$ cat src/hdl/aelr_pkg.sv
// ----------------------------------------------------------------------------
// aelr_pkg
// Shared types and constants for the accelerated encoder LED ring block.
// ----------------------------------------------------------------------------
package aelr_pkg;

  localparam int RING_LEDS = 16;
  localparam int RING_W    = $clog2(RING_LEDS);
  localparam int PAT_W     = 16;

  localparam logic [15:0] FAST_LIMIT_RST   = 16'd150;
  localparam logic [15:0] MEDIUM_LIMIT_RST = 16'd400;
  localparam logic [15:0] SLOW_LIMIT_RST   = 16'd750;
  localparam logic [6:0]  MAX_SPEED_RST    = 7'd99;
  localparam logic [15:0] PERIOD_BASE_RST  = 16'd1000;
  localparam logic [7:0]  PERIOD_STEP_RST  = 8'd10;
  localparam logic [15:0] SINCE_MAX        = 16'hFFFF;

  typedef enum logic [1:0] {
    OP_TICK   = 2'd0,
    OP_EDGE_A = 2'd1,
    OP_EDGE_B = 2'd2,
    OP_BUTTON = 2'd3
  } op_t;

  typedef enum logic [2:0] {
    REG_FAST_LIMIT   = 3'd0,
    REG_MEDIUM_LIMIT = 3'd1,
    REG_SLOW_LIMIT   = 3'd2,
    REG_MAX_SPEED    = 3'd3,
    REG_PERIOD_BASE  = 3'd4,
    REG_PERIOD_STEP  = 3'd5
  } cfg_idx_t;

  typedef enum logic [1:0] {
    ROT_NONE = 2'd0,
    ROT_UP   = 2'd1,
    ROT_DOWN = 2'd2
  } rot_t;

  typedef struct packed {
    logic [15:0] fast_limit;
    logic [15:0] medium_limit;
    logic [15:0] slow_limit;
    logic [6:0]  max_speed;
    logic [15:0] period_base;
    logic [7:0]  period_step;
  } cfg_t;

  typedef struct packed {
    logic [6:0]        speed;
    rot_t              pending;
    logic              change_seen;
    logic [15:0]       since_change;
    logic              press_seen;
    logic              tick_since_press;
    logic              pressed;
    logic              dir;
    logic [RING_W-1:0] pos;
    logic [15:0]       period_left;
  } state_t;

  // packed so that the pattern sits in the low bits
  typedef struct packed {
    logic             pressed_now;
    logic             dir_now;
    logic [6:0]       speed_now;
    logic             led_write;
    logic [PAT_W-1:0] led_pattern;
  } res_t;

endpackage

$ cat src/hdl/aelr_core.sv
// ----------------------------------------------------------------------------
// aelr_core
// Next-state and result logic for one item: tick, encoder edge or button edge.
// ----------------------------------------------------------------------------
module aelr_core
  import aelr_pkg::*;
(
  input  state_t st,
  input  cfg_t   cfg,
  input  op_t    op,
  input  logic   enc_a,
  input  logic   enc_b,
  output state_t st_nxt,
  output res_t   res
);

  logic [14:0]        prod;
  logic signed [17:0] period;
  logic [15:0]        period_m1;
  logic [RING_W-1:0]  pos_up;
  logic [RING_W-1:0]  pos_dn;
  logic [2:0]         mag;
  logic signed [8:0]  sum;
  logic [6:0]         speed_clamped;

  always_comb begin
    prod   = 15'({8'b0, st.speed} * {7'b0, cfg.period_step});
    period = $signed({2'b00, cfg.period_base}) - $signed({3'b000, prod});
    // period floors at 1, so the reload is period - 1 floored at 0
    period_m1 = (period < 18'sd1) ? 16'd0 : 16'(period - 18'sd1);

    pos_up = (st.pos == RING_W'(RING_LEDS - 1)) ? '0 : st.pos + 1'b1;
    pos_dn = (st.pos == '0) ? RING_W'(RING_LEDS - 1) : st.pos - 1'b1;

    mag = 3'd1;
    if (st.change_seen) begin
      if (st.since_change < cfg.fast_limit) begin
        mag = 3'd4;
      end else if (st.since_change < cfg.medium_limit) begin
        mag = 3'd3;
      end else if (st.since_change < cfg.slow_limit) begin
        mag = 3'd2;
      end
    end

    case (st.pending)
      ROT_UP:   sum = $signed({2'b00, st.speed}) + $signed({6'b0, mag});
      ROT_DOWN: sum = $signed({2'b00, st.speed}) - $signed({6'b0, mag});
      default:  sum = $signed({2'b00, st.speed});
    endcase

    if (sum < 9'sd0) begin
      speed_clamped = '0;
    end else if (sum > $signed({2'b00, cfg.max_speed})) begin
      speed_clamped = cfg.max_speed;
    end else begin
      speed_clamped = sum[6:0];
    end

    st_nxt        = st;
    res.led_write = 1'b0;

    case (op) inside
      OP_TICK: begin
        if (st.since_change != SINCE_MAX) begin
          st_nxt.since_change = st.since_change + 16'd1;
        end
        st_nxt.tick_since_press = 1'b1;
        if (st.period_left != '0) begin
          st_nxt.period_left = st.period_left - 16'd1;
        end else if (st.speed != '0) begin
          st_nxt.pos         = st.dir ? pos_dn : pos_up;
          st_nxt.period_left = period_m1;
          res.led_write      = 1'b1;
        end
      end
      OP_EDGE_A, OP_EDGE_B: begin
        if (enc_a != enc_b) begin
          // first half of a detent: latch which line led
          if (st.pending == ROT_NONE) begin
            st_nxt.pending = (op == OP_EDGE_A) ? ROT_UP : ROT_DOWN;
          end
        end else begin
          st_nxt.speed        = speed_clamped;
          st_nxt.change_seen  = 1'b1;
          st_nxt.since_change = '0;
          st_nxt.pending      = ROT_NONE;
        end
      end
      default: begin
        if (!st.press_seen || st.tick_since_press) begin
          st_nxt.pressed = !st.pressed;
          if (!st.pressed) begin
            st_nxt.dir = !st.dir;
          end
        end
        st_nxt.press_seen       = 1'b1;
        st_nxt.tick_since_press = 1'b0;
      end
    endcase

    for (int i = 0; i < PAT_W; i++) begin
      res.led_pattern[i] = (int'(st_nxt.pos) == i);
    end
    res.speed_now   = st_nxt.speed;
    res.dir_now     = st_nxt.dir;
    res.pressed_now = st_nxt.pressed;
  end

endmodule

$ cat src/hdl/accelerated_encoder_led_ring.sv
// ----------------------------------------------------------------------------
// accelerated_encoder_led_ring
// Rotary encoder decoder with speed acceleration driving a one-hot LED ring.
// ----------------------------------------------------------------------------
// Input channel (in_*): one item per event. in_tuser carries the event kind
// (tick, edge on line A, edge on line B, button edge); in_tdata carries the
// sampled encoder levels. Every item yields exactly one result item on the
// out_* channel with the LED pattern, a write flag, speed, direction and the
// pressed flag as they stand after the item.
// An item accepted at a clock edge shows on out_tvalid right after it.
// Throughput is one item per cycle while the receiver takes each result;
// the state and output registers both update at the accepting edge.
// If the receiver stalls, the output register holds its item and in_tready
// drops until it is taken; in_tready is high whenever the output register is
// empty or being emptied in the same cycle.
// The cfg_* port writes a register at any edge with cfg_we high; writes to
// unused indexes are dropped. Write only while no item is in flight.
// Reset (rst_n low at a clock edge) restores the register defaults, clears
// speed, direction, pressed state and counters, puts the ring at LED 0 and
// empties the output register.
// ----------------------------------------------------------------------------
module accelerated_encoder_led_ring
  import aelr_pkg::*;
(
  input  logic        clk,
  input  logic        rst_n,
  input  logic        in_tvalid,
  output logic        in_tready,
  input  logic [7:0]  in_tdata,   // [0] enc_a, [1] enc_b, [7:2] zero
  input  logic [1:0]  in_tuser,   // [1:0] op
  output logic        out_tvalid,
  input  logic        out_tready,
  // [15:0] led_pattern, [16] led_write, [23:17] speed_now, [24] dir_now,
  // [25] pressed_now, [31:26] zero
  output logic [31:0] out_tdata,
  input  logic        cfg_we,
  input  logic [2:0]  cfg_addr,
  input  logic [15:0] cfg_wdata
);

  state_t st_r;
  state_t st_nxt;
  cfg_t   cfg_r;
  res_t   res;
  res_t   res_r;
  logic   out_valid_r;
  logic   accept;

  assign in_tready = !out_valid_r || out_tready;
  assign accept    = in_tvalid && in_tready;

  aelr_core u_core (
    .st     (st_r),
    .cfg    (cfg_r),
    .op     (op_t'(in_tuser)),
    .enc_a  (in_tdata[0]),
    .enc_b  (in_tdata[1]),
    .st_nxt (st_nxt),
    .res    (res)
  );

  always_ff @(posedge clk) begin
    if (!rst_n) begin
      cfg_r.fast_limit   <= FAST_LIMIT_RST;
      cfg_r.medium_limit <= MEDIUM_LIMIT_RST;
      cfg_r.slow_limit   <= SLOW_LIMIT_RST;
      cfg_r.max_speed    <= MAX_SPEED_RST;
      cfg_r.period_base  <= PERIOD_BASE_RST;
      cfg_r.period_step  <= PERIOD_STEP_RST;
    end else if (cfg_we) begin
      unique case (cfg_idx_t'(cfg_addr))
        REG_FAST_LIMIT:   cfg_r.fast_limit   <= cfg_wdata;
        REG_MEDIUM_LIMIT: cfg_r.medium_limit <= cfg_wdata;
        REG_SLOW_LIMIT:   cfg_r.slow_limit   <= cfg_wdata;
        REG_MAX_SPEED:    cfg_r.max_speed    <= cfg_wdata[6:0];
        REG_PERIOD_BASE:  cfg_r.period_base  <= cfg_wdata;
        REG_PERIOD_STEP:  cfg_r.period_step  <= cfg_wdata[7:0];
        default: ;
      endcase
    end
  end

  always_ff @(posedge clk) begin
    if (!rst_n) begin
      st_r.speed            <= '0;
      st_r.pending          <= ROT_NONE;
      st_r.change_seen      <= 1'b0;
      st_r.since_change     <= '0;
      st_r.press_seen       <= 1'b0;
      st_r.tick_since_press <= 1'b0;
      st_r.pressed          <= 1'b0;
      st_r.dir              <= 1'b0;
      st_r.pos              <= '0;
      st_r.period_left      <= '0;
    end else if (accept) begin
      st_r <= st_nxt;
    end
  end

  always_ff @(posedge clk) begin
    if (!rst_n) begin
      out_valid_r <= 1'b0;
    end else if (accept) begin
      out_valid_r <= 1'b1;
    end else if (out_tready) begin
      out_valid_r <= 1'b0;
    end
  end

  always_ff @(posedge clk) begin
    if (accept) begin
      res_r <= res;
    end
  end

  assign out_tvalid = out_valid_r;
  assign out_tdata  = {6'b0, res_r};

endmodule

$ cat config.mk
export PLATFORM = sky130hd
export DESIGN_NAME = accelerated_encoder_led_ring
export DESIGN_NICKNAME = d
export VERILOG_FILES = /design/src/hdl/aelr_pkg.sv /design/src/hdl/aelr_core.sv /design/src/hdl/accelerated_encoder_led_ring.sv
export SDC_FILE = /design/constraint.sdc
export NUM_CORES = 1
export LEC_CHECK = 0
export ABC_AREA = 1
export BUFFER_PORTS_ARGS = -buffer_cell sky130_fd_sc_hd__clkbuf_2
export CELL_PAD_IN_SITES_DETAIL_PLACEMENT = 1
export CELL_PAD_IN_SITES_GLOBAL_PLACEMENT = 1
export CORE_AREA = 3 3 160 162
export DETAILED_ROUTE_END_ITERATION = 6
export DIE_AREA = 0 0 163 165
export PLACE_DENSITY_LB_ADDON = 0.1
export SYNTH_ARGS = -nofsm -noshare
export SYNTH_HDL_FRONTEND = slang
export SYNTH_SLANG_ARGS = --single-unit
$ cat constraint.sdc
create_clock -name clk -period 8.95 [get_ports clk]
set_clock_uncertainty 0.2 [all_clocks]
set_input_delay 0 -clock clk [delete_from_list [all_inputs] [get_ports clk]]
set_output_delay 0 -clock clk [all_outputs]
set_load 0.005 [all_outputs]
; Yosys cells after proc, flatten, opt, wreduce, memory -nomap -nowiden
; Cells that the tools add are included.
[totals]
reg_bits = 156
in_bits = 34
output_inout_bits = 34
[op_classes]
addsub = 8
mul = 1
order_cmp = 6
eq_ne = 31
mux = 34
bitwise = 3
n_reduce_logical = 31
[ops]
columns = cell, n
row1 = 2-to-1 mux 16 bit, 5
row2 = < comparator 16 bit, 3
row3 = 2-to-1 mux 20 bit, 2
row4 = equality test 4 bit (second input constant), 9
row5 = 2-to-1 mux 7 bit, 3
row6 = 2-to-1 mux 10 bit, 2
row7 = one-hot mux 9 bit (2 select lines), 1
row8 = < comparator 17 x 2 -> 1 bit (second input constant), 1
row9 = 2-to-1 mux 17 bit, 1
row10 = subtractor 16 x 15 -> 17 bit, 1
row11 = adder 16 x 1 -> 16 bit (second input constant), 1
row12 = equality test 4 x 3 -> 1 bit (second input constant), 4
row13 = 2-to-1 mux 2 bit, 8
row14 = 2-to-1 mux 4 bit, 4
row15 = inequality test 16 bit (second input constant), 1
row16 = nonzero test 16 bit, 1
row17 = subtractor 16 x 1 -> 16 bit (second input constant), 1
row18 = subtractor 16 x 2 -> 16 bit (second input constant), 1
row19 = multiplier 7 x 8 -> 15 bit, 1
row20 = AND reduction 2 bit, 7
row21 = AND reduction 4 bit, 3
row22 = > comparator 9 x 8 -> 1 bit, 1
row23 = < comparator 9 x 1 -> 1 bit (second input constant), 1
row24 = adder 7 x 3 -> 8 bit, 1
row25 = other kinds (26), 51

; Logic depth before layout (Yosys ltp)
; Gate-level depths: netlist of run 1.
[logic_depth]
word_depth = 13
depth_mapped = 34

; Hierarchy
; Synthesis of run 1 repeated with hierarchy kept, for this count alone.
[unflattened]
cells_unflattened = 1964
hier_area_um2 = 13116.3
[by_module_without_submodules]
columns = module, instances, cells_per_inst, area_per_inst_um2, seq_area_each_um2
row1 = aelr_core, 1, 1219, 7129.3, 0.0
row2 = accelerated_encoder_led_ring, 1, 745, 5987.0, 3383.2

; Least setup slack after synthesis of run 1
; Ideal clock, no wire load.
[synth_path]
kind = register -> register
startpoint = register st_r[49] (netlist name)
endpoint = register st_r[3] (netlist name)
setup_ns = 0.122
t_arrival_ns = 4.568
t_required_ns = 8.628
setup_slack_ns = 4.060
stages_incl_launch_ff = 28
path_cell_list = dfxtp_1 > clkbuf_1 > buf_1 > nand2_1 > inv_1 > fa_1 > inv_1 > fa_1 > inv_1 > fa_1 > inv_1 > fa_1 > ha_1 > nand2_1 > inv_1 > a21oi_1 > nand2_1 > nand2_1 > nand3_1 > nand2_1 > nand2_1 > nor2_2 > inv_1 > nor2_1 > nor2_2 > buf_6 > nand2_2 > a21oi_2
[synth_via]
elab_chain_cells = 6
word_cells_on_any_way = 9
[synth_lines]
columns = element, line
row1 = from (decl), accelerated_encoder_led_ring.sv:41  ; state_t st_r;
row2 = from (signal assigned), accelerated_encoder_led_ring.sv:96  ; st_r <= st_nxt;
row3 = multiplier 7 x 8 -> 15 bit, aelr_core.sv:27  ; prod = 15'({8'b0, st.speed} * {7'b0, cfg.period_step});
row4 = subtractor 16 x 15 -> 17 bit, aelr_core.sv:28  ; period = $signed({2'b00, cfg.period_base}) - $signed({3'b000, prod});
row5 = < comparator 17 x 2 -> 1 bit, aelr_core.sv:30  ; period_m1 = (period < 18'sd1) ? 16'd0 : 16'(period - 18'sd1);
row6 = 2-to-1 mux 16 bit, aelr_core.sv:30
row7 = 2-to-1 mux 20 bit, aelr_core.sv:71  ; end else if (st.speed != '0) begin
row8 = 2-to-1 mux 16 bit, aelr_core.sv:69  ; if (st.period_left != '0) begin
; Parallel ways exist; a longest one is shown, timed or not. The select of a mux whose other input is x is not followed.
; A chain may end at the register's enable or synchronous reset.

; Worst setup path in the final report of run 1
[layout_path]
startpoint = register st_r[49] (netlist name)
endpoint = register st_r[10] (netlist name)
[layout_via]
elab_chain_cells = 6
word_cells_on_any_way = 10
[layout_lines]
columns = element, line
row1 = multiplier 7 x 8 -> 15 bit, aelr_core.sv:27
row2 = subtractor 16 x 15 -> 17 bit, aelr_core.sv:28
row3 = subtractor 16 x 2 -> 16 bit or < comparator 17 x 2 -> 1 bit (tied branches), aelr_core.sv:30
row4 = 2-to-1 mux 16 bit, aelr_core.sv:30
row5 = 2-to-1 mux 20 bit, aelr_core.sv:71
row6 = 2-to-1 mux 16 bit, aelr_core.sv:69
; Parallel ways exist; a longest one is shown, timed or not. The select of a mux whose other input is x is not followed.

==> impl_metrics.tcl, run 1 <==
set metrics [dict create \
    cts-root-buf "clkbuf_16" \
    ant_nets 0 \
    whs_ns 0.118 \
    clock_sinks 156 \
    final_layout_size_suffix_gt1_frac 0.0825 \
    r2r_slack_ns 3.18 \
    cap_violations 0 \
    critPathSlowestCell "dfxtp_1" \
    worst-path-buf-inv 1 \
    start_util 0.486 \
    syn_area_um2 11800 \
    chipWidth_um 163 \
    drv_slew 0 \
    die_area_um2 26900 \
    hpwlAfterDp_um 25500 \
    path_delay_family "adder cells" \
    drt-wirelength-per-cell_um 16.6 \
    drt_iter0_drc 436 \
    period_share 0.644 \
    worstSetupEndpointType "flop" \
    max_stage_delay_ns 0.86 \
    cts_buffers 17 \
    dr.pass1.iters 5 \
    cts_setup_buffers 0 \
    relSlewSlack 0.289 \
    ys_types 48 \
    cts_resized 0 \
    p_leak_uw 0.00658 \
    postCtsHoldBufs 38 \
    htree_levels 4 \
    final_util 0.546 \
    async_flop_share 0 \
    grt.overflow.total 0 \
    via_count 10900 \
    postPlaceCellArea_um2 12300 \
    required_ns 9.11 \
    startpoint_type "flop" \
    syn_inst 1656 \
    synth_top_cell_by_area "dfxtp_1" \
    netlist.area_leader.share 0.221 \
    synth_area_leaders "dfxtp_1 22%, ha_1 11%, nand2_1 11%" \
    path_clk_slew_ns 0.07 \
    synth_flop_cell "dfxtp_1" \
    cellPowerDensity_nw_per_um2 168 \
    finalHoldViolations 0 \
    grt.total_usage 0.262 \
    portBuffers 55 \
    worstSetupPathType "flop to flop" \
    worstPathMaxFanout 16 \
    ios 68 \
    synth_warnings 0 \
    synth_commonest_cells "350 x nand2_1, 317 x inv_1, 139 x a21oi_1" \
    min_period_ns 5.77 \
    grt_pass1_wl_um 56800 \
    ys_seq_area_frac 0.287 \
    antenna_found_initial 1 \
    rsz0062_at_grt "no" \
    clock_path_buffers 2 \
    core-area_um2 24200 \
    rows 57 \
    drc 0 \
    critical_path.cell_chain "nand2_1 -> fa_1 -> fa_1 -> fa_1 -> fa_1 -> ha_1 -> nand2_1 -> nand2_1 -> inv_1 -> nor2_1 -> nor2_1 -> nand3_1 -> nand2_1 -> nand3b_1 -> nand2_1 -> nand3b_1 -> nor2_2 -> nand2_2 -> a21oi_2" \
    tritoncts "yes" \
    clock.fmax_ghz 0.173 \
    worstSkewPairLatency_ns 0.44 \
    first_global_vias 11700 \
    finalSetupTns_ns 0 \
    place_congestion 0.849 \
    tightest_slew_ns 1.06 \
    grt_max_degree 99 \
    finalSetupViolCount 0 \
    nNetsFinal 1906 \
    status "complete, no violations" \
    synth_area_per_cell_um2 7.12 \
    hp-class "input port to flop" \
    final_area_um2 13200 \
    synth-seq-cells 156 \
    fin_cells 2058 \
    fill_cells 3155 \
    cp_common_cell "nand2_1" \
    synthMostInstantiatedCell "nand2_1" \
    dp.cells 1987 \
    fp.dieH_um 165 \
    wirelength_um 34200 \
    viasPerCell 5.28 \
    synth_edf_count 26 \
    crit_arrival_ns 5.93 \
    peakVddDrop_uv 109 \
    synthToLayoutAreaGrowth_pct 12.2 \
]
power by group:
part,internal (µW),switching (µW)
Clock,396,346
Combinational,234,462
Sequential,751,34.7
Total,1380,843
metal layers:
metal / routed length, µm / global-route usage / up-vias / share of wire
met5: 0 / 0 / - / 0
met1: 14600 / 0.297 / 5268 / 0.43
met3: 725 / 0.0326 / 52 / 0.021
met4: 950 / 0.0915 / 0 / 0.028
met2: 17900 / 0.503 / 154 / 0.52
li1: - / - / 5395 / -
worst paths after layout:
check                                from         to  depth (start not counted)
worst min-delay path                rst_n   st_r[11]                          4
worst min register to register  cfg_r[39]  cfg_r[39]                          2
worst max register to register   st_r[49]   st_r[10]                         19
worst max-delay path             st_r[49]   st_r[10]                         19
placed cells by master (no fill, tap or decap), types with 3 or more instances in the layout:
master / Yosys / layout
a21oi_1: 139 / 139
a21oi_2: 10 / 10
buf_4: 7 / 3
clkbuf_16: 0 / 18
clkbuf_2: 0 / 55
conb_1: 1 / 6
dfxtp_1: 130 / 130
dlygate4sd3_1: 0 / 38
edfxtp_1: 26 / 26
fa_1: 44 / 44
ha_1: 108 / 108
inv_1: 317 / 317
inv_2: 5 / 5
inv_6: 0 / 4
inv_8: 0 / 4
nand2_1: 350 / 350
nand2_2: 17 / 17
nand3_1: 63 / 63
nand3b_1: 7 / 7
nand4_1: 22 / 22
nor2_1: 124 / 124
nor2_2: 7 / 7
nor2_4: 4 / 4
nor3_1: 18 / 18
o211ai_1: 27 / 27
o21ai_0: 118 / 118
o21ai_1: 4 / 4
o31ai_1: 3 / 3
xnor2_1: 8 / 8
xor2_1: 22 / 22
area by class of cell:
class | count | area, µm² | area share
clock buffer | 19 | 464 | 0.0351
multi-input combinational | 1127 | 6960 | 0.526
clock inverter | 13 | 138 | 0.0104
sequential | 156 | 3380 | 0.256
tap | 324 | 405 | 0.0306
inverter | 322 | 1210 | 0.0913
timing repair buffer | 96 | 678 | 0.0512
antenna | 1 | 2.50 | 0.000189
cell families (layout without fill, tap and decap cells):
| family | Yosys count | count (layout) | share of synthesized area |
|---|---|---|---|
| XOR/XNOR | 30 | 30 | 0.0223 |
| flip-flops | 156 | 156 | 0.287 |
| AND/OR/NAND/NOR | 623 | 623 | 0.228 |
| other | 1 | 7 | 0.000318 |
| AO/OA/AOI/OAI | 316 | 316 | 0.148 |
| adder cells (fa/ha/maj) | 152 | 152 | 0.189 |
| buffers and inverters | 378 | 450 | 0.125 |
registers in the layout, indices dropped and copies added (netlist names):
| signal | cells |
|---|---|
| out_tvalid | 1 |
| out_tdata | 26 |
| st_r | 50 |
| cfg_r | 79 |
worst register-to-register path, cell delays in order, from the launching register on:
cell and delay [ns]:
dfxtp_1 0.86, nand2_1 0.19, fa_1 0.55, fa_1 0.53, fa_1 0.52, fa_1 0.49
ha_1 0.40, nand2_1 0.10, nand2_1 0.05, inv_1 0.06, nor2_1 0.04, nor2_1 0.19
nand3_1 0.17, nand2_1 0.09, nand3b_1 0.09, nand2_1 0.16, nand3b_1 0.11, nor2_2 0.61
nand2_2 0.14, a21oi_2 0.15
per-stage QoR:
step / worst slack (ns) / total power, µW
6_report: 3.18 / 2220
5_1_grt: 2.71 / 2380
4_1_cts: 3.15 / 2240
3_5_place_dp: 3.17 / 1480
3_3_place_gp: 3.28 / 1450
2_1_floorplan: 4.06 / 1300
Power figures use the tool's default switching activity.
==> run 2: changes to the inputs <==
--- a/config.mk
+++ b/config.mk
@@ -9,9 +9,9 @@
 export BUFFER_PORTS_ARGS = -buffer_cell sky130_fd_sc_hd__clkbuf_2
 export CELL_PAD_IN_SITES_DETAIL_PLACEMENT = 1
 export CELL_PAD_IN_SITES_GLOBAL_PLACEMENT = 1
-export CORE_AREA = 3 3 160 162
+export CORE_AREA = 3 3 174 176
 export DETAILED_ROUTE_END_ITERATION = 6
-export DIE_AREA = 0 0 163 165
+export DIE_AREA = 0 0 177 179
 export PLACE_DENSITY_LB_ADDON = 0.1
 export SYNTH_ARGS = -nofsm -noshare
 export SYNTH_HDL_FRONTEND = slang
==> constraint.sdc (replaced) <==
create_clock -name clk -period 4.9 [get_ports clk]
set_clock_uncertainty 0.2 [all_clocks]
set_input_delay 0 -clock clk [delete_from_list [all_inputs] [get_ports clk]]
set_output_delay 0 -clock clk [all_outputs]
set_load 0.005 [all_outputs]
==> run 2 against run 1 <==
Wire length increased by 9.0%. Sequential share of layout area fell by 2.8 points. Clock power rose by 82%. Register-to-register slack got worse by 3.1 ns. Total power increased by 110%. Global-route usage down 2.8 points. Largest cell class unchanged. Largest power group is now combinational cells.
==> impl_metrics.tcl, run 2 (synthesized netlist as in run 1, its figures left out) <==
set metrics [dict create \
    status "complete, no violations" \
    path_clk_slew_ns 0.07 \
    tightest_slew_ns 1.16 \
    cap_violations 0 \
    drc 0 \
    peakVddDrop_uv 213 \
    cellPowerDensity_nw_per_um2 303 \
    ant_nets 0 \
    via_count 11400 \
    final_util 0.525 \
    hp-class "input port to flop" \
    antenna_found_initial 0 \
    place_congestion 0.854 \
    cts_buffers 17 \
    largest_register_ff_count 79 \
    core-area_um2 28800 \
    nNetsFinal 2040 \
    dp_slack_ns -0.474 \
    required_ns 5.02 \
    cp-startpoint "st_r[44]" \
    chipWidth_um 177 \
    path_delay_family "adder cells" \
    ios 68 \
    portBuffers 55 \
    final_area_um2 15100 \
    r2r-start "st_r[44]" \
    internal_power_uw 2830 \
    grt_pass1_wl_um 59100 \
    fp.dieH_um 179 \
    worstSetupEndpointType "flop" \
    grt_max_degree 74 \
    worst_slack_ns 0.120 \
    die_area_um2 31700 \
    antennaDiodeCount 0 \
    clock_path_buffers 2 \
    critPathSlowestCell "fa_1" \
    htree_levels 4 \
    clock_sinks 156 \
    max_stage_delay_ns 0.55 \
    rsz0062_at_grt "yes" \
    finalHoldViolations 0 \
    seqPwrFrac 0.309 \
    final_common_cell "nand2_1" \
    tritoncts "yes" \
    worstSetupPathType "flop to flop" \
    finalSetupViolCount 0 \
    first_global_vias 11900 \
    period_share 0.976 \
    grt.overflow.total 0 \
    crit_arrival_ns 4.90 \
    rows 62 \
    clkPwrFrac 0.295 \
    start_util 0.410 \
    worstPathMaxFanout 5 \
    min_period_ns 4.78 \
    cts-root-buf "clkbuf_16" \
    hpwlAfterDp_um 27900 \
    dr.pass1.iters 4 \
    drv_slew 0 \
    drt_iter0_drc 416 \
    switching_share 0.381 \
    postPlaceCellArea_um2 13200 \
    fin_cells 2251 \
    drt-wirelength-per-cell_um 16.6 \
    regMostFlops "cfg_r" \
    clock.fmax_ghz 0.209 \
    grt.total_usage 0.234 \
    relSlewSlack 0.227 \
    startpoint_type "flop" \
    viasPerCell 5.06 \
    p_leak_uw 0.00736 \
    dp.cells 2157 \
    final_layout_size_suffix_gt1_frac 0.232 \
    wirelength_um 37300 \
    synthToLayoutAreaGrowth_pct 28.1 \
    comb_power_share 0.395 \
    power_uw 4570 \
    mostFrequentLayoutCells "306 x nand2_1, 300 x inv_1, 127 x a21oi_1, 119 x buf_4, 111 x dfxtp_1" \
    p_switching_uw 1740 \
    worstSkewPairLatency_ns 0.45 \
    worst-path-buf-inv 7 \
    hp-start "in_tdata[0]" \
]
run 2: worst paths after layout:
| check | endpoint | slack [ns] | cells past startpoint |
|---|---|---|---|
| worst max-delay path | st_r[11] | 0.12 | 25 |
| worst min-delay path | st_r[41] | 0.05 | 5 |
| worst max register to register | st_r[11] | 0.12 | 25 |
| worst min register to register | st_r[23] | 0.25 | 2 |
run 2: worst register-to-register path: stages (launching register included):
cell and delay [ns]:
dfxtp_4 0.37, nand2_2 0.07, inv_2 0.04, fa_1 0.55, inv_2 0.05, fa_1 0.52
inv_1 0.05, fa_1 0.52, inv_2 0.05, fa_1 0.50, ha_4 0.35, nand2_4 0.09
nor2_4 0.13, nand3_2 0.12, buf_6 0.13, nand4_1 0.10, nand2_2 0.09, nor2_4 0.10
inv_2 0.06, nor2_4 0.15, buf_4 0.13, nand2_1 0.05, nand2_1 0.07, nor2_1 0.06
nor2_1 0.09, nor2_1 0.05
run 2: metrics by stage:
step                      setup TNS, ns  hold WS, ns
after floorplan                       0      -0.0984
after global placement            -6.82       0.0941
after detailed placement          -9.20        0.110
after CTS                             0       0.0253
after global routing              -2.49        0.111
final                                 0       0.0505
run 2: routing by layer:
layer	part of all wire	GRT usage
met1	0.42	0.272
met2	0.53	0.443
met3	0.023	0.0303
met4	0.025	0.0714
met5	0	0
run 2: timing repair:
| item | CTS | global route |
|---|---|---|
| gates resized for setup | 50 | 178 |
| setup buffers | 8 | 16 |
| hold buffers | 40 | 0 |
| cloned | 0 | 0 |
| pin swaps | 15 | 76 |
| setup endpoints to repair | 30 | 30 |
| hold endpoints to repair | 85 | 0 |
run 2: area by class of cell:
class / count / area (µm²)
fillers: 3603 / 13700
multi-input cells: 1127 / 7610
flip-flops and latches: 156 / 3430
repair buffers: 230 / 1790
inverters: 322 / 1210
well taps: 384 / 480
clock buffers: 18 / 429
clock inverters: 14 / 150
run 2: power by group through the flow:
stage / combinational [µW] / sequential, µW / clock, µW
floorplan: 949 / 1430 / 0
global placement: 1450 / 1440 / 0
detailed placement: 1490 / 1450 / 0
CTS: 1570 / 1420 / 1370
global route: 2020 / 1420 / 1430
finish: 1810 / 1410 / 1350
==> run 3: changes to the inputs <==
--- a/config.mk
+++ b/config.mk
@@ -5,13 +5,14 @@
 export SDC_FILE = /design/constraint.sdc
 export NUM_CORES = 1
 export LEC_CHECK = 0
-export ABC_AREA = 1
+export ABC_AREA = 0
 export BUFFER_PORTS_ARGS = -buffer_cell sky130_fd_sc_hd__clkbuf_2
 export CELL_PAD_IN_SITES_DETAIL_PLACEMENT = 1
 export CELL_PAD_IN_SITES_GLOBAL_PLACEMENT = 1
-export CORE_AREA = 3 3 174 176
+export CORE_AREA = 3 3 169 171
+export CTS_CLUSTER_SIZE = 20
 export DETAILED_ROUTE_END_ITERATION = 6
-export DIE_AREA = 0 0 177 179
+export DIE_AREA = 0 0 172 174
 export PLACE_DENSITY_LB_ADDON = 0.1
 export SYNTH_ARGS = -nofsm -noshare
 export SYNTH_HDL_FRONTEND = slang
==> run 3 against run 2 <==
The run now ends with negative setup slack left. Die area is 5.5% lower. Sequential share of layout area is 0.20 points higher. Register-to-register slack got worse by 0.84 ns. Wire length decreased by 0.75%. Flip-flop and latch count unchanged. Cell count is 12% lower. Clock-buffer cell count is the same. Highest routed layer unchanged.
==> impl_metrics.tcl, run 3 <==
set metrics [dict create \
    finalSetupViolCount 30 \
    worstSetupPathType "flop to flop" \
    clock_sinks 156 \
    portBuffers 55 \
    tritoncts "yes" \
    worstPathMaxFanout 7 \
    path_clk_slew_ns 0.08 \
    regMostFlops "cfg_r" \
    mostFrequentLayoutCells "211 x nand2_1, 164 x buf_4, 156 x inv_1, 115 x dfxtp_1, 98 x nor2_1" \
    htree_levels 4 \
    clock_path_buffers 2 \
    fp.dieH_um 174 \
    drv_slew 0 \
    rsz0062_at_grt "yes" \
    synth_area_leaders "dfxtp_1 22%, ha_1 12%, fa_1 7.6%" \
    startpoint_type "flop" \
    whs_ns 0.130 \
    synth_edf_count 26 \
    worstSetupEndpointType "flop" \
    final_common_cell "nand2_1" \
    chipWidth_um 172 \
    status "finished with violations" \
    wirelength_um 37000 \
    tightest_slew_ns 1.10 \
    synth_flop_cell "dfxtp_1" \
    peakVddDrop_uv 209 \
    synth_commonest_cells "214 x nand2_1, 161 x inv_1, 130 x dfxtp_1" \
    syn_inst 1417 \
    p_leak_uw 0.00642 \
    worst_slack_ns -0.719 \
    synth-seq-cells 156 \
    grt.overflow.total 0 \
    dr.pass1.iters 5 \
    final_util 0.551 \
    viasPerCell 5.42 \
    die_area_um2 29900 \
    async_flop_share 0 \
    start_util 0.431 \
    synthToLayoutAreaGrowth_pct 27.8 \
    first_global_vias 11600 \
    rows 60 \
    place_congestion 0.832 \
    violations "negative setup slack" \
    period_share 1.15 \
    nNetsFinal 1814 \
    synth_warnings 0 \
    synth_top_cell_by_area "dfxtp_1" \
    drc 0 \
    hp-class "input port to primary output" \
    largest_register_ff_count 79 \
    cts-root-buf "clkbuf_16" \
    grt_pass1_wl_um 58600 \
    min_period_ns 5.62 \
    required_ns 5.04 \
    hpwlAfterDp_um 26300 \
    ios 68 \
    drt-wirelength-per-cell_um 18.7 \
    synth_area_per_cell_um2 8.22 \
    cap_violations 0 \
    clock.fmax_ghz 0.178 \
    grt.total_usage 0.243 \
    drt_iter0_drc 479 \
    via_count 10800 \
    crit_arrival_ns 5.76 \
    core-area_um2 27000 \
    ys_seq_area_frac 0.291 \
    cellPowerDensity_nw_per_um2 268 \
    ant_nets 0 \
    final_layout_size_suffix_gt1_frac 0.246 \
    antenna_found_initial 1 \
    dp_slack_ns -1.23 \
    relSlewSlack 0.265 \
    grt_max_degree 90 \
    synthMostInstantiatedCell "nand2_1" \
    finalHoldViolations 0 \
    syn_area_um2 11600 \
    cts_buffers 17 \
    ys_types 77 \
    worstSkewPairLatency_ns 0.44 \
    netlist.area_leader.share 0.224 \
    power_uw 3990 \
    fill_cells 3251 \
]
==> run 3: changes by cell type in the layout (fill, tap and decap cells not counted), moves of 14 or more <==
cell	before	now
inv_1	300	156
nand2_1	306	211
a21oi_1	127	52
o21ai_0	99	36
nand2_2	53	1
a21boi_0	0	46
buf_4	119	164
and2_1	1	34
a21o_1	1	32
nand3_1	53	26
xnor2_1	8	29
inv_2	20	5
nor2_2	16	2
==> run 3: cell type report <==
cell class                 instances  area, µm²  share of cell area
sequential                       156       3410               0.229
inverter                         161        604              0.0406
clock buffer                      18        429              0.0288
timing repair buffer             257       1930               0.130
multi-input combinational       1035       7920               0.532
tap                              341        427              0.0287
clock inverter                    14        151              0.0102
antenna                            1       2.50            0.000168
==> run 3: cells by family (layout without fill, tap and decap cells) <==
group | Yosys count | count (layout) | share of synthesized area
compound gates | 298 | 298 | 0.172
other cells | 1 | 7 | 0.000322
mux | 14 | 14 | 0.0133
simple gates | 515 | 515 | 0.216
fa+ha+maj | 152 | 152 | 0.192
buf+inv | 231 | 450 | 0.0787
xor+xnor | 50 | 50 | 0.0376
flops | 156 | 156 | 0.291
==> run 3: path summary, 6_finish.rpt <==
path         startpoint         to  slack, ns  cells past startpoint
max reg2reg    st_r[44]    st_r[2]      -0.72                     20
max            st_r[44]    st_r[2]      -0.72                     20
min reg2reg   cfg_r[62]  cfg_r[62]       0.26                      2
min          out_tready  in_tready       0.13                      3
==> run 3: critical path, cell delays in order, from the launching register on <==
cell and delay [ns]:
dfxtp_4 0.36, and2_4 0.14, fa_1 0.55, inv_2 0.04
fa_1 0.53, inv_1 0.05, fa_1 0.47, inv_1 0.04
fa_1 0.51, ha_4 0.21, a21o_1 0.17, or3_4 0.40
o21ai_4 0.14, nand4b_1 0.13, or4b_4 0.57, nor4b_4 0.34
a311oi_2 0.14, buf_4 0.19, clkbuf_16 0.17, a21oi_2 0.11
nor2_1 0.05
==> run 3: timing repair <==
action | CTS | global route
setup endpoints to repair | 30 | 30
pin swaps | 49 | 41
hold buffers | 30 | 0
gates cloned | 0 | 1
setup buffers | 13 | 6
hold endpoints to repair | 102 | 0
resized for setup | 81 | 69
==> run 3: through the flow <==
step,cells,cell area [µm²],setup TNS [ns]
after floorplan,1422,11800,-13.24
after global placement,1900,13300,-19.74
after detailed placement,1900,13300,-24.90
after CTS,1975,14500,-14.15
after global routing,1983,14900,-23.82
final,1983,14900,-17.56
==> run 3: report_power, final <==
| part | leakage [µW] | total, µW | switching [µW] | internal [µW] |
|---|---|---|---|---|
| clock network | 0.000282 | 1360 | 639 | 723 |
| logic | 0.00482 | 1240 | 681 | 555 |
| registers | 0.00132 | 1400 | 42.2 | 1350 |
| total | 0.00642 | 3990 | 1360 | 2630 |
==> run 3: per-layer routing <==
layer / up-vias / global-route usage / routed length, µm
li1: 5206 / - / -
met1: 5282 / 0.296 / 15900
met2: 192 / 0.440 / 18900
met3: 77 / 0.0362 / 1100
met4: 0 / 0.0745 / 1150
met5: - / 0 / 0
